===== src/rtl/narsc_pkg.sv =====
package narsc_pkg;

    typedef struct packed {
        logic        kind;
        logic [8:0]  ray_slot;
        logic [15:0] azimuth_centideg;
    } t_req;

    typedef struct packed {
        logic [8:0] nearest_ray;
        logic       spacing_zero;
    } t_rsp;

    localparam int          MAX_RAYS_DEF   = 512;
    localparam logic [9:0]  NUM_RAYS_RESET = 10'd360;
    localparam int          QUEUE_DEPTH    = 2;

    localparam logic        KIND_LOAD  = 1'b0;
    localparam logic        KIND_QUERY = 1'b1;

    // spacing reference entry and scales of the fixed-point search
    localparam int          SPACING_SLOT = 50;
    localparam int          JUMP_SCALE   = 50;
    localparam int          STOP_SCALE   = 100;

    localparam int                 DIFF_W    = 18;
    localparam logic signed [17:0] HALF_TURN = 18'sd18000;
    localparam logic signed [17:0] FULL_TURN = 18'sd36000;

endpackage


===== src/rtl/narsc_fifo.sv =====
module narsc_fifo
    import narsc_pkg::*;
#(
    parameter int W     = 8,
    parameter int DEPTH = QUEUE_DEPTH
) (
    input  logic         i_clk,
    input  logic         i_rst_n,
    input  logic         i_push,
    input  logic [W-1:0] i_data,
    output logic         o_full,
    input  logic         i_pop,
    output logic         o_valid,
    output logic [W-1:0] o_data
);

    localparam int PW = (DEPTH > 1) ? $clog2(DEPTH) : 1;
    localparam int NW = $clog2(DEPTH + 1);

    logic [W-1:0]  r_mem [DEPTH];
    logic [PW-1:0] r_wp;
    logic [PW-1:0] r_rp;
    logic [NW-1:0] r_cnt;
    logic [NW-1:0] n_cnt;
    logic [PW-1:0] n_wp;
    logic [PW-1:0] n_rp;

    assign o_full  = (r_cnt == NW'(DEPTH));
    assign o_valid = (r_cnt != '0);
    assign o_data  = r_mem[r_rp];

    always_comb begin
        n_cnt = r_cnt;
        if (i_push && !i_pop) begin
            n_cnt = r_cnt + NW'(1);
        end else if (!i_push && i_pop) begin
            n_cnt = r_cnt - NW'(1);
        end
        n_wp = (r_wp == PW'(DEPTH - 1)) ? '0 : r_wp + PW'(1);
        n_rp = (r_rp == PW'(DEPTH - 1)) ? '0 : r_rp + PW'(1);
    end

    always_ff @(posedge i_clk) begin
        if (!i_rst_n) begin
            r_wp  <= '0;
            r_rp  <= '0;
            r_cnt <= '0;
        end else begin
            if (i_push) begin
                r_wp <= n_wp;
            end
            if (i_pop) begin
                r_rp <= n_rp;
            end
            r_cnt <= n_cnt;
        end
    end

    always_ff @(posedge i_clk) begin
        if (i_push) begin
            r_mem[r_wp] <= i_data;
        end
    end

endmodule


===== config.mk =====
export PLATFORM = sky130hd
export DESIGN_NAME = narsc_fifo
export DESIGN_NICKNAME = d
export VERILOG_FILES = /design/src/rtl/narsc_pkg.sv /design/src/rtl/narsc_fifo.sv
export SDC_FILE = /design/constraint.sdc
export NUM_CORES = 1
export LEC_CHECK = 0
export BUFFER_PORTS_ARGS = -buffer_cell sky130_fd_sc_hd__buf_2
export CORE_AREA = 2 2 49 42
export DETAILED_ROUTE_END_ITERATION = 10
export DIE_AREA = 0 0 51 44
export PLACE_DENSITY = 0.69
export SYNTH_ARGS = -nofsm -noshare
export SYNTH_HDL_FRONTEND = slang
export SYNTH_SLANG_ARGS = --single-unit

===== constraint.sdc =====
create_clock -name i_clk -period 1.64 [get_ports i_clk]
set_clock_uncertainty 0.15 [all_clocks]
set_input_delay 0.41 -clock i_clk [delete_from_list [all_inputs] [get_ports i_clk]]
set_output_delay 0.41 -clock i_clk [all_outputs]
set_load 0.005 [all_outputs]

==> impl_table.tex <==
\begin{tabular}{lr}
\hline
Metric & Value \\
\hline
\multicolumn{2}{l}{\textbf{Placed design}} \\
\quad Pre-CTS WS & 0.0517 ns \\
\quad Number of cells in the design after placement & 93 \\
\quad Placer Congestion & 0.677 \\
\quad Number of port buffers & 21 \\
\quad Detailed-placement wirelength estimate & 842 um \\
\multicolumn{2}{l}{\textbf{Floorplanning}} \\
\quad Placement Rows & 14 \\
\quad Overall die height & 44 um \\
\quad Die Outline Area & 2240 um\^{}2 \\
\quad Horiz. Die Dim & 51 um \\
\quad Initial cell density of the core & 0.450 \\
\quad IO Count & 22 \\
\quad Total core area & 1770 um\^{}2 \\
\multicolumn{2}{l}{\textbf{GRT}} \\
\quad Total Routing Usage GR & 0.133 \\
\quad Global-route wire length before repair & 2040 um \\
\quad Via count of the first global-routing pass & 482 \\
\quad Total grt overflow & 0 \\
\quad Initial antenna violation count & 0 \\
\quad Pin count of the biggest net entering global routing & 12 \\
\multicolumn{2}{l}{\textbf{Clocking}} \\
\quad Insertion delay to the later sink of the worst-skew pair & 0.29 ns \\
\quad H-tree level count & 1 \\
\quad Number of sinks on the clock net & 21 \\
\quad CTS clk-pin slew, worst paths & 0.10 ns \\
\quad Cts bufs inserted & 3 \\
\quad Clk Tree Root Cell & clkbuf\_4 \\
\quad Clk buf depth & 2 \\
\quad CTS tree & yes \\
\quad Cts hold-fix bufs & 0 \\
\multicolumn{2}{l}{\textbf{Cells and area}} \\
\quad Leading cell types in the layout, fill and taps excluded & edfxtp\_1, buf\_2, mux2\_4, buf\_6, and2\_1 \\
\quad Layout cell share with drive strength beyond 1 & 0.527 \\
\quad Antenna fix cells & 0 \\
\quad Fillers & 134 \\
\quad Cell Count, Final, Fillers Out & 98 \\
\quad NumNets Final & 88 \\
\quad Utilization of the core after routing & 0.604 \\
\quad Commonest non-fill, non-tap cell in the layout & edfxtp\_1 \\
\quad Relative area change from synthesis to final layout & 34.1\% \\
\multicolumn{2}{l}{\textbf{Critical path}} \\
\quad Family with the most delay on the worst path & flip-flops \\
\quad Critical path buffer and inverter count & 2 \\
\quad Reg2reg setup slack & 0.34 ns \\
\quad Maximum single-stage delay on the critical path & 0.35 ns \\
\quad Worst-path maximum fanout & 8 \\
\quad Required time at the endpoint of the critical path & 1.08 ns \\
\quad Critical path arrival & 1.21 ns \\
\quad Critical-path cell list & buf\_8 -> mux2\_4 -> buf\_6 \\
\quad Startpoint Class & register \\
\quad Endpoint kind of the worst setup timing path & primary output \\
\quad Class of the most critical setup path & reg -> out \\
\quad Cell at the slowest stage of the critical path & dfxtp\_2 \\
\multicolumn{2}{l}{\textbf{Flow run}} \\
\quad MaxCap Viol Count & 0 \\
\multicolumn{2}{l}{\textbf{Routing}} \\
\quad Post-Route M1 WL & 506 um \\
\quad Number of antenna-violating nets in the routed design & 0 \\
\quad Remaining design rule violation count & 0 \\
\quad Routed wire length on met3 & 48 um \\
\quad Via-per-instance ratio & 4.61 \\
\quad Total wirelength of the detailed-routed design & 1230 um \\
\quad Vias after detailed routing & 452 \\
\quad Total length of routed met2 wires & 656 um \\
\quad Drt first pass iters & 4 \\
\quad Max Used Layer & met4 \\
\quad Number of DRC violations after detailed-routing iteration 0 & 8 \\
\quad Post-DR wirelength/cell & 12.6 um \\
\multicolumn{2}{l}{\textbf{Synthesis}} \\
\quad Number of unique standard cell types used by synthesis & 16 \\
\quad Avg Cell Area, Syn & 17.0 um\^{}2 \\
\quad Synthesis warning total & 0 \\
\quad Synthesized instance count & 47 \\
\quad Synth Cell Area & 797 um\^{}2 \\
\quad Post-Syn Nets & 60 \\
\quad Sequential cell area fraction in the yosys report & 0.728 \\
\quad Flip-flop and latch count after synthesis & 21 \\
\multicolumn{2}{l}{\textbf{Status}} \\
\quad Run status & finished, violations left \\
\quad Failing checks & negative setup slack \\
\multicolumn{2}{l}{\textbf{Power and ir drop}} \\
\quad Maximum vdd drop & 0.443 mV \\
\quad Power density over cell area & 981 nW/um\^{}2 \\
\quad Leakage dissipation & 0.446 nW \\
\multicolumn{2}{l}{\textbf{STA}} \\
\quad Worst slew margin relative to its limit & 0.738 \\
\quad Fin crit share & 1.08 \\
\quad Maximum clock frequency & 565 MHz \\
\quad Worst hold margin & 0.153 ns \\
\quad Time the worst path needs with I/O delays and setup & 1.77 ns \\
\quad Final-report hold violation count & 0 \\
\quad Transition time at the pin with the least slew margin & 0.394 ns \\
\quad Worst setup slack after layout & -0.131 ns \\
\quad Setup repair after global routing missed its margin & true \\
\quad Final setup vio count & 8 \\
\quad Final max-slew violation count & 0 \\
\multicolumn{2}{l}{\textbf{Hold path}} \\
\quad Worst min-delay path category & in -> reg \\
\hline
\end{tabular}
## layout make-up
class / count / area [um^2] / share of cell area
Sequential cell: 21 / 586 / 0.548
Multi-Input combinational cell: 24 / 238 / 0.222
Timing Repair Buffer: 24 / 185 / 0.173
Tap cell: 24 / 30.0 / 0.0281
Clock buffer: 4 / 26.3 / 0.0246
Inverter: 1 / 3.75 / 0.00351
## flip-flops by register name (all words and copies together) (netlist names), named ones only
name and count:
r_mem 16, r_cnt 2, r_rp 1, r_wp 1
## metrics by stage
stage,power [mW],TNS [ns],instance area (um^2)
floorplan,0.712,0,797
global placement,0.769,0,942
global route,1.10,-1.30,1070
finish,1.05,-0.977,1070
detailed placement,0.775,0,942
CTS,1.05,-1.05,1060
## routing by layer
metal / GRT usage / vias to the layer above
met5: 0 / -
met4: 0.0973 / 0
met3: 0.0241 / 2
met2: 0.216 / 10
met1: 0.159 / 216
li1: - / 224
## kinds of logic after synthesis
kind of cell	after synthesis	synth area share
AOI/OAI and AO/OA	3	0.0251
buffers and inverters	2	0.0110
DFF	21	0.728
and+or+nand+nor	9	0.0738
adders and majority gates	1	0.0157
muxes	8	0.113
xor gates and xnor gates	3	0.0330
## worst paths after layout
kind / start / to / depth (start not counted)
min reg2reg: r_cnt[1] / r_cnt[1] / 2
max: register / o_data[1] / 3
max reg2reg: r_cnt[0] / r_cnt[1] / 4
min: i_data[3] / r_mem[1][3] / 1
## report_power, final
group	internal, mW	switching (mW)
clock	0.0945	0.137
sequential	0.610	0.0139
combinational	0.123	0.0700
total	0.827	0.221
## timing repair
action	4_1_cts	5_1_grt
pin swaps	0	0
setup endpoints to repair	9	9
resized for setup	20	1
setup buffers	0	1
## synth_stat cells
cell type,instances,area share
a21boi_1,1,0.0094
and2_1,4,0.031
and2b_2,1,0.011
buf_2,1,0.0063
dfxtp_1,5,0.13
edfxtp_1,16,0.60
ha_1,1,0.016
inv_1,1,0.0047
mux2_2,8,0.11
nor2b_1,2,0.016
o21a_1,1,0.0094
o21ai_0,1,0.0063
or2_2,1,0.0079
or3_1,1,0.0079
xnor2_1,1,0.011
xor2_1,2,0.022
## worst reg2reg max path, cell delays in order (launching register included)
cell	delay (ns)
dfxtp_4	0.36
buf_4	0.14
xor2_1	0.15
or3_1	0.31
a21boi_1	0.14
Note: power is estimated with default switching activity, not from simulation.
