$ cat src/rtl/narsc_pkg.sv
package narsc_pkg;

    typedef struct packed {
        logic        kind;
        logic [8:0]  ray_slot;
        logic [15:0] azimuth_centideg;
    } t_req;

    typedef struct packed {
        logic [8:0] nearest_ray;
        logic       spacing_zero;
    } t_rsp;

    localparam int          MAX_RAYS_DEF   = 512;
    localparam logic [9:0]  NUM_RAYS_RESET = 10'd360;
    localparam int          QUEUE_DEPTH    = 2;

    localparam logic        KIND_LOAD  = 1'b0;
    localparam logic        KIND_QUERY = 1'b1;

    // spacing reference entry and scales of the fixed-point search
    localparam int          SPACING_SLOT = 50;
    localparam int          JUMP_SCALE   = 50;
    localparam int          STOP_SCALE   = 100;

    localparam int                 DIFF_W    = 18;
    localparam logic signed [17:0] HALF_TURN = 18'sd18000;
    localparam logic signed [17:0] FULL_TURN = 18'sd36000;

endpackage

$ cat src/rtl/narsc_front.sv
module narsc_front
    import narsc_pkg::*;
#(
    parameter int MAX_RAYS = MAX_RAYS_DEF,
    localparam int AW = $clog2(MAX_RAYS),
    localparam int CW = $clog2(MAX_RAYS + 1),
    localparam int QW = 1 + AW + 16
) (
    input  logic          i_valid,
    output logic          o_ready,
    input  t_req          i_req,
    input  logic [9:0]    i_num_rays,
    output logic [CW-1:0] o_count,
    output logic          o_push,
    output logic [QW-1:0] o_push_data,
    input  logic          i_full
);

    localparam int XW = CW + 10;

    logic [XW-1:0] nr;
    logic [XW-1:0] cnt;
    logic [XW-1:0] last;
    logic [XW-1:0] slot;
    logic [XW-1:0] idx;
    logic          keep;

    always_comb begin
        nr = XW'(i_num_rays);
        if (nr == '0) begin
            cnt = XW'(1);
        end else if (nr > XW'(MAX_RAYS)) begin
            cnt = XW'(MAX_RAYS);
        end else begin
            cnt = nr;
        end
        last = cnt - XW'(1);
        slot = XW'(i_req.ray_slot);
        if (i_req.kind == KIND_QUERY) begin
            idx  = (slot > last) ? last : slot;
            keep = 1'b1;
        end else begin
            idx  = slot;
            keep = (slot < XW'(MAX_RAYS));
        end
    end

    assign o_count     = cnt[CW-1:0];
    assign o_ready     = !i_full;
    // out-of-range loads are accepted and dropped here
    assign o_push      = i_valid && !i_full && keep;
    assign o_push_data = {i_req.kind, idx[AW-1:0], i_req.azimuth_centideg};

endmodule

$ cat config.mk
export PLATFORM = sky130hd
export DESIGN_NAME = narsc_front
export DESIGN_NICKNAME = d
export VERILOG_FILES = /design/src/rtl/narsc_pkg.sv /design/src/rtl/narsc_front.sv
export SDC_FILE = /design/constraint.sdc
export NUM_CORES = 1
export LEC_CHECK = 0
export BUFFER_PORTS_ARGS = -buffer_cell sky130_fd_sc_hd__buf_2
export CAP_MARGIN = 40
export CORE_MARGIN = 5
export CORE_UTILIZATION = 34
export DETAILED_ROUTE_END_ITERATION = 8
export PLACE_DENSITY = 0.77
export SLEW_MARGIN = 10
export SYNTH_ARGS = -nofsm -noshare
export SYNTH_HDL_FRONTEND = slang
export SYNTH_SLANG_ARGS = --single-unit
export TNS_END_PERCENT = 5
$ cat constraint.sdc
create_clock -name vclk -period 8.1
set_input_delay 0.81 -clock vclk [all_inputs]
set_output_delay 0.81 -clock vclk [all_outputs]
set_load 0.02 [all_outputs]
==> out/summary.txt, run 1 <==
Unrepaired setup endpoints after global routing - false
Fmax - 194 MHz
Cells after Synth - 106
Max_slew headroom - 0.612
Post-synth top area share - 0.165
Clk pwr share - 0
Avg Cell Area, Syn - 7.29 µm²
Congestion Overflow GR - 0
Worst EP arrival - 4.33 ns
Final period utilization - 0.635
Slew @ Worst Pin - 0.580 ns
Minimum clock period - 5.14 ns
Post-CTS sizing - 0
Final hold violations - 0
Sw Share - 0.583
DP Area - 882 µm²
Vias in the first global route - 778
Crit-path max FO - 9
Crit path from - i_num_rays[5]
Mapped cell area - 773 µm²
Clock buffer count - 0
Switching pwr - 34.1 µW
CP Capture Type - output port
Power share of the combinational group - 1.000
Inst Count DP - 158
Fin Hold WS - 1.62 ns
Final RePlAce weighted congestion - 0.792
DRT Pass-1 Iters - 4
Setup TNS Final - 0 ns
Global-route wire length before repair - 3310 µm
Rows - 17
Fin. max-slew vios - 0
MaxCap Viol Count - 0
Worst Setup EP - o_push_data[22]
Seq/Total Area, Yosys - 0
Kind of critical path - in -> out
Wire per inst - 12.6 µm
Reg area - 0 µm²
Final Setup Violations - 0
Internal power - 24.3 µW
Total GRT Usage - 0.116
Postcts setup bufs - 0
I/O pin count - 76
Util after Layout - 0.403
Vias - 775
Initial Util - 0.353
Pwr/cell area - 66.2 nW/µm²
DRC Markers - 0
Core ar. - 2190 µm²
Area contributors post-synth - buf_4, ha_1, mux2i_1
Synth area leader - buf_4
WP data required - 7.29 ns
P&R area growth vs syn - 14.1%
Seq_cells - 0
Die width - 57.7 µm
Final Instance Area - 882 µm²
DR vias/cell - 4.91
Die Y - 57.7 µm
Post-route ant nets - 0
Pin count of the biggest net entering global routing - 18
Pleak - 0.539 nW
Share of layout cells above drive strength 1 - 0.377
Initial antenna violation count - 0
Netlist cell types - 35
Status - finished clean
Ys Warns - 0
Ant diodes - 0
Post-layout nets - 180
Port buffer count - 44
Post-DP HPWL - 1810 µm
Net count after synthesis - 154
Routed WL - 1990 µm
Worst VDD drop - 0.0227 mV
Sequential Power Share - 0
HP Class - in -> out
Setup crit start kind - input pin
Die area - 3330 µm²
DRT iter0 DRCs - 6
Layout Cells excl Fill - 158
Hold buffer count at cts - 0
-- how the worst min path moves through the flow --
| stage | cells after the start | endpoint | slack, ns | start |
|---|---|---|---|---|
| 6_report | 0 | o_push_data[0] | 1.62 | i_req[0] |
| 5_1_grt | 0 | o_push_data[0] | 1.62 | i_req[0] |
| 4_1_cts | 0 | o_push_data[11] | 1.62 | i_req[11] |
| 3_5_place_dp | 0 | o_push_data[11] | 1.62 | i_req[11] |
| 3_3_place_gp | 0 | o_push_data[11] | 1.62 | i_req[11] |
| 2_1_floorplan | 1 | o_ready | 1.70 | i_full |
-- cell usage after synthesis, types with 2 or more instances --
| cell type | number |
|---|---|
| nor2b_1 | 8 |
| nand2b_1 | 2 |
| a21oi_1 | 2 |
| clkbuf_1 | 2 |
| nand3_1 | 3 |
| and3_1 | 3 |
| nor2_1 | 5 |
| or3_1 | 4 |
| ha_1 | 10 |
| buf_4 | 17 |
| mux2i_1 | 9 |
| nor3_1 | 4 |
| a21o_1 | 3 |
| inv_1 | 13 |
-- layout by cell type (no fill, tap or decap), drive strengths merged --
cell	count
buf	44
inv	13
ha	10
mux2i	9
nor2b	8
nor2	5
nor3	5
or3	5
and3	3
nand3	3
a21o	3
nand2b	2
a21oi	2
nor4	2
nand2	1
or4	1
o21bai	1
a22oi	1
o41ai	1
o21ai	1
and2	1
or2	1
and4b	1
a21boi	1
a221oi	1
xnor2	1
a211oi	1
nand4b	1
a221o	1
nand4	1
-- through the flow --
step | worst slack, ns | total power [mW]
after global routing | 2.74 | 0.0652
after CTS | 2.94 | 0.0593
after floorplan | 3.38 | 0.0501
after global placement | 3.01 | 0.0575
after detailed placement | 2.94 | 0.0590
final | 2.96 | 0.0584
-- logic make-up (layout without fill, tap and decap cells) --
kind of cell               count (synthesis)  after routing  share of synthesized area
and+or+nand+nor                           40             40                      0.327
buffers and inverters                     33             57                      0.252
AOI/OAI and AO/OA                         13             13                      0.131
adders and majority gates                 10             10                      0.162
muxes                                      9              9                      0.117
xor gates and xnor gates                   1              1                     0.0113
-- critical path, cell delays in order --
cell and delay (ns):
buf_2 0.13, or4_4 0.57, nor3_2 0.16, nor2_1 0.05
or2_1 0.24, ha_1 0.27, inv_1 0.10, o41ai_1 0.07
and2_1 0.16, ha_1 0.29, and3_1 0.18, a221o_1 0.31
a21o_1 0.15, nand4_1 0.39, mux2i_1 0.25, buf_2 0.20
-- metal layers --
metal | GRT usage | vias up | share of wire
met1 | 0.139 | 328 | 0.42
met5 | 0 | - | 0
met4 | 0.0132 | 0 | 0.0040
li1 | - | 408 | -
met3 | 0.0267 | 4 | 0.12
met2 | 0.213 | 35 | 0.45
-- power groups by stage --
stage	Combinational (mW)	Clock (mW)	Sequential, mW
floorplan	0.0501	0	0
global placement	0.0575	0	0
detailed placement	0.0590	0	0
CTS	0.0593	0	0
global route	0.0652	0	0
finish	0.0584	0	0
-- layout make-up --
type	count	area, µm²
fill	242	1310
timing repair buffer	44	220
multi-input combinational	73	578
inverter	13	48.8
tap	28	35.0
No activity file was read; power rests on OpenSTA's default activity.
==> run 2: changes to the inputs <==
--- a/config.mk
+++ b/config.mk
@@ -10,7 +10,7 @@
 export CORE_MARGIN = 5
 export CORE_UTILIZATION = 34
 export DETAILED_ROUTE_END_ITERATION = 8
-export PLACE_DENSITY = 0.77
+export PLACE_DENSITY = 0.81
 export SLEW_MARGIN = 10
 export SYNTH_ARGS = -nofsm -noshare
 export SYNTH_HDL_FRONTEND = slang
==> constraint.sdc (replaced) <==
create_clock -name vclk -period 4.5
set_input_delay 0.45 -clock vclk [all_inputs]
set_output_delay 0.45 -clock vclk [all_outputs]
set_load 0.02 [all_outputs]
==> out/summary.txt, run 2 (synthesized netlist as in run 1, its figures left out) <==
Seq_cells - 0
Slowest CP cell - or4_4
Congestion Overflow GR - 0
DP Area - 902 µm²
Final Instance Area - 902 µm²
Status - finished clean
WP data required - 4.05 ns
Post-route ant nets - 0
Pin count of the biggest net entering global routing - 18
Cell family with most CP delay - simple AND/OR/NAND/NOR gates
Die Y - 57.7 µm
Postcts setup bufs - 0
Wire per inst - 11.8 µm
Clock buffer count - 0
Uppermost layer routed - met3
DRT Pass-1 Iters - 4
Share of layout cells above drive strength 1 - 0.382
Fin Hold WS - 0.900 ns
Initial Util - 0.353
Util after Layout - 0.412
Setup crit start kind - input pin
Fin. max-slew vios - 0
DR vias/cell - 5.09
WL met3 - 213 µm
Initial antenna violation count - 0
Post-DP HPWL - 1680 µm
Post-CTS sizing - 0
Die width - 57.7 µm
Buf+Inv Stages, Crit Path - 4
Final period utilization - 0.945
Final hold violations - 0
Total GRT Usage - 0.105
MaxCap Viol Count - 0
Kind of critical path - in -> out
Post-placement setup slack - 0.237 ns
Final RePlAce weighted congestion - 0.794
Worst VDD drop - 0.0545 mV
Worst EP arrival - 3.80 ns
Setup TNS Final - 0 ns
Inst Count DP - 159
Pwr/cell area - 119 nW/µm²
I/O pin count - 76
Global-route wire length before repair - 2970 µm
Vias - 810
Layout Cells excl Fill - 159
Vias in the first global route - 676
Reg area - 0 µm²
Tot Pwr - 108 µW
HP Class - in -> out
DRC Markers - 0
CP max stage delay - 0.56 ns
Routed WL - 1880 µm
Core ar. - 2190 µm²
FILL cells - 235
Unrepaired setup endpoints after global routing - false
Final Setup Violations - 0
P&R area growth vs syn - 16.7%
Crit-path max FO - 9
DRT iter0 DRCs - 22
Commonest cells after routing, fill and taps aside - buf_2, inv_1, ha_1
Fmax - 235 MHz
Max_slew headroom - 0.718
Hold buffer count at cts - 0
Most common library cell in the layout ignoring fill and taps - buf_2
Die area - 3330 µm²
Multi-input gate area - 578 µm²
Pleak - 0.549 nW
Port buffer count - 44
Met2 wire length - 887 µm
M1 WL - 775 µm
Rows - 17
CP Capture Type - output port
Minimum clock period - 4.25 ns
Post-layout nets - 181
Slew @ Worst Pin - 0.420 ns
Worst setup margin - 0.249 ns
Crit-path cells - buf_2, or4_4, nor3_2, nor2_1, or2_1, ha_1, inv_1, o41ai_1, and2_1, ha_1, and3_1, a221o_1, a21o_1, nand4_1, buf_12, mux2i_1, buf_2
Ant diodes - 0
==> run 2: layer usage <==
| layer | track usage | vias to the layer above |
|---|---|---|
| met4 | 0 | 0 |
| met1 | 0.135 | 366 |
| met3 | 0.0223 | 0 |
| met2 | 0.189 | 36 |
| met5 | 0 | - |
| li1 | - | 408 |
==> run 2: report_power, final <==
group	switching [mW]	total, mW	internal, mW
clock network	0	0	0
logic	0.0613	0.108	0.0464
registers	0	0	0
==> run 2: final cells by class <==
| type | count | area share |
|---|---|---|
| Inverter | 13 | 0.0541 |
| Multi-Input combinational cell | 73 | 0.641 |
| Timing Repair Buffer | 45 | 0.266 |
| Tap cell | 28 | 0.0388 |
==> run 2: path summary, 6_finish.rpt <==
path | startpoint | endpoint | slack [ns] | depth (start not counted)
worst max-delay path | i_num_rays[5] | o_push_data[19] | 0.25 | 17
worst min-delay path | i_req[2] | o_push_data[2] | 0.90 | 0
==> run 3: changes to the inputs <==
--- a/config.mk
+++ b/config.mk
@@ -7,9 +7,10 @@
 export LEC_CHECK = 0
 export BUFFER_PORTS_ARGS = -buffer_cell sky130_fd_sc_hd__buf_2
 export CAP_MARGIN = 40
-export CORE_MARGIN = 5
+export CORE_MARGIN = 2
 export CORE_UTILIZATION = 34
 export DETAILED_ROUTE_END_ITERATION = 8
+export GPL_ROUTABILITY_DRIVEN = 0
 export PLACE_DENSITY = 0.81
 export SLEW_MARGIN = 10
 export SYNTH_ARGS = -nofsm -noshare
==> out/summary.txt, run 3 (synthesized netlist as in run 1, its figures left out) <==
Total GRT Usage - 0.121
DR vias/cell - 4.99
Sw Share - 0.577
Pwr/cell area - 117 nW/µm²
Port buffer count - 44
DRT Pass-1 Iters - 3
Layout Cells excl Fill - 159
Cell family with most CP delay - simple AND/OR/NAND/NOR gates
Status - finished clean
Inst Count DP - 159
Fin. max-slew vios - 0
DRC Markers - 0
Post-layout nets - 181
Unrepaired setup endpoints after global routing - false
Share of layout cells above drive strength 1 - 0.382
Congestion Overflow GR - 0
Slowest CP cell - or4_4
Die area - 2670 µm²
Global route hottest layer - met2
Routed WL - 1660 µm
Post-CTS sizing - 0
Clock buffer count - 0
Wire per inst - 10.4 µm
MaxCap Viol Count - 0
Most common library cell in the layout ignoring fill and taps - buf_2
Fin Hold WS - 0.900 ns
Final hold violations - 0
Vias - 793
Ant diodes - 0
Met2 usage - 0.209
Vias in the first global route - 638
Final Setup Violations - 0
Crit path from - i_num_rays[2]
Final Instance Area - 890 µm²
Minimum clock period - 4.25 ns
Core ar. - 2190 µm²
Fmax - 235 MHz
Hold path depth - 0
FILL cells - 248
Hold buffer count at cts - 0
Sequential Power Share - 0
CP Capture Type - output port
Reg area - 0 µm²
CP max stage delay - 0.55 ns
Initial Util - 0.353
Clk pwr share - 0
WP data required - 4.05 ns
Post-route ant nets - 0
Tot Pwr - 104 µW
Worst Setup EP - o_push_data[16]
Crit-path cells - buf_2, or4_4, nor3_2, nor2_1, or2_1, ha_1, inv_1, o41ai_1, and2_1, ha_1, and3_1, a221o_1, a21o_1, nand4_1, buf_4, mux2i_1, buf_2
Initial antenna violation count - 0
Post-DP HPWL - 1470 µm
Worst EP arrival - 3.80 ns
HP Class - in -> out
Worst VDD drop - 0.0480 mV
Global-route wire length before repair - 2670 µm
Pin count of the biggest net entering global routing - 18
GR Util met3 - 0.0115
Final period utilization - 0.944
Switching pwr - 60.2 µW
Crit-path max FO - 9
Critical Path Stages - 17
Postcts setup bufs - 0
Die Y - 51.7 µm
Rows - 17
Buf+Inv Stages, Crit Path - 4
Slew @ Worst Pin - 0.414 ns
Die width - 51.7 µm
Setup TNS Final - 0 ns
Seq_cells - 0
Internal power - 44.1 µW
Commonest cells after routing, fill and taps aside - buf_2, inv_1, ha_1
Pleak - 0.543 nW
DRT iter0 DRCs - 2
DP Area - 890 µm²
Kind of critical path - in -> out
Power share of the combinational group - 1.000
P&R area growth vs syn - 15.0%
I/O pin count - 76
Setup crit start kind - input pin
Routing usage on met1 - 0.168
Max_slew headroom - 0.722
[run 3: changes by cell type in the layout (fill, tap and decap cells not counted)]
cell | before | now
buf_4 | 0 | 1
buf_12 | 1 | 0
[run 3: how the worst min path moves through the flow]
stage	startpoint	end	slack, ns
after floorplan	i_full	o_ready	0.98
after global placement	i_req[15]	o_push_data[15]	0.90
after detailed placement	i_req[15]	o_push_data[15]	0.90
after CTS	i_req[15]	o_push_data[15]	0.90
after global routing	i_req[13]	o_push_data[13]	0.90
final	i_req[10]	o_push_data[10]	0.90
[run 3: final cells by class]
cell class	instances	area, µm²	area share
tap	28	35.0	0.0394
timing repair buffer	45	228	0.256
multi-input combinational	73	578	0.650
inverter	13	48.8	0.0549
[run 3: per-stage QoR]
step / util / setup slack, ns
CTS: 0.406 / 0.231
finish: 0.406 / 0.251
detailed placement: 0.406 / 0.240
floorplan: - / 0.500
global route: 0.406 / 0.0180
global placement: 0.406 / 0.226
[run 3: power by group through the flow]
| stage | Sequential, mW | Clock (mW) | Combinational (mW) |
|---|---|---|---|
| final | 0 | 0 | 0.104 |
| after global placement | 0 | 0 | 0.104 |
| after detailed placement | 0 | 0 | 0.105 |
| after CTS | 0 | 0 | 0.105 |
| after floorplan | 0 | 0 | 0.0902 |
| after global routing | 0 | 0 | 0.116 |
[run 3: per-layer routing]
metal | up-vias | wire length [µm] | part of all wire
met3 | 4 | 120 | 0.072
met2 | 35 | 769 | 0.46
li1 | 405 | - | -
met4 | 0 | 5 | 0.0030
met5 | - | 0 | 0
met1 | 349 | 761 | 0.46
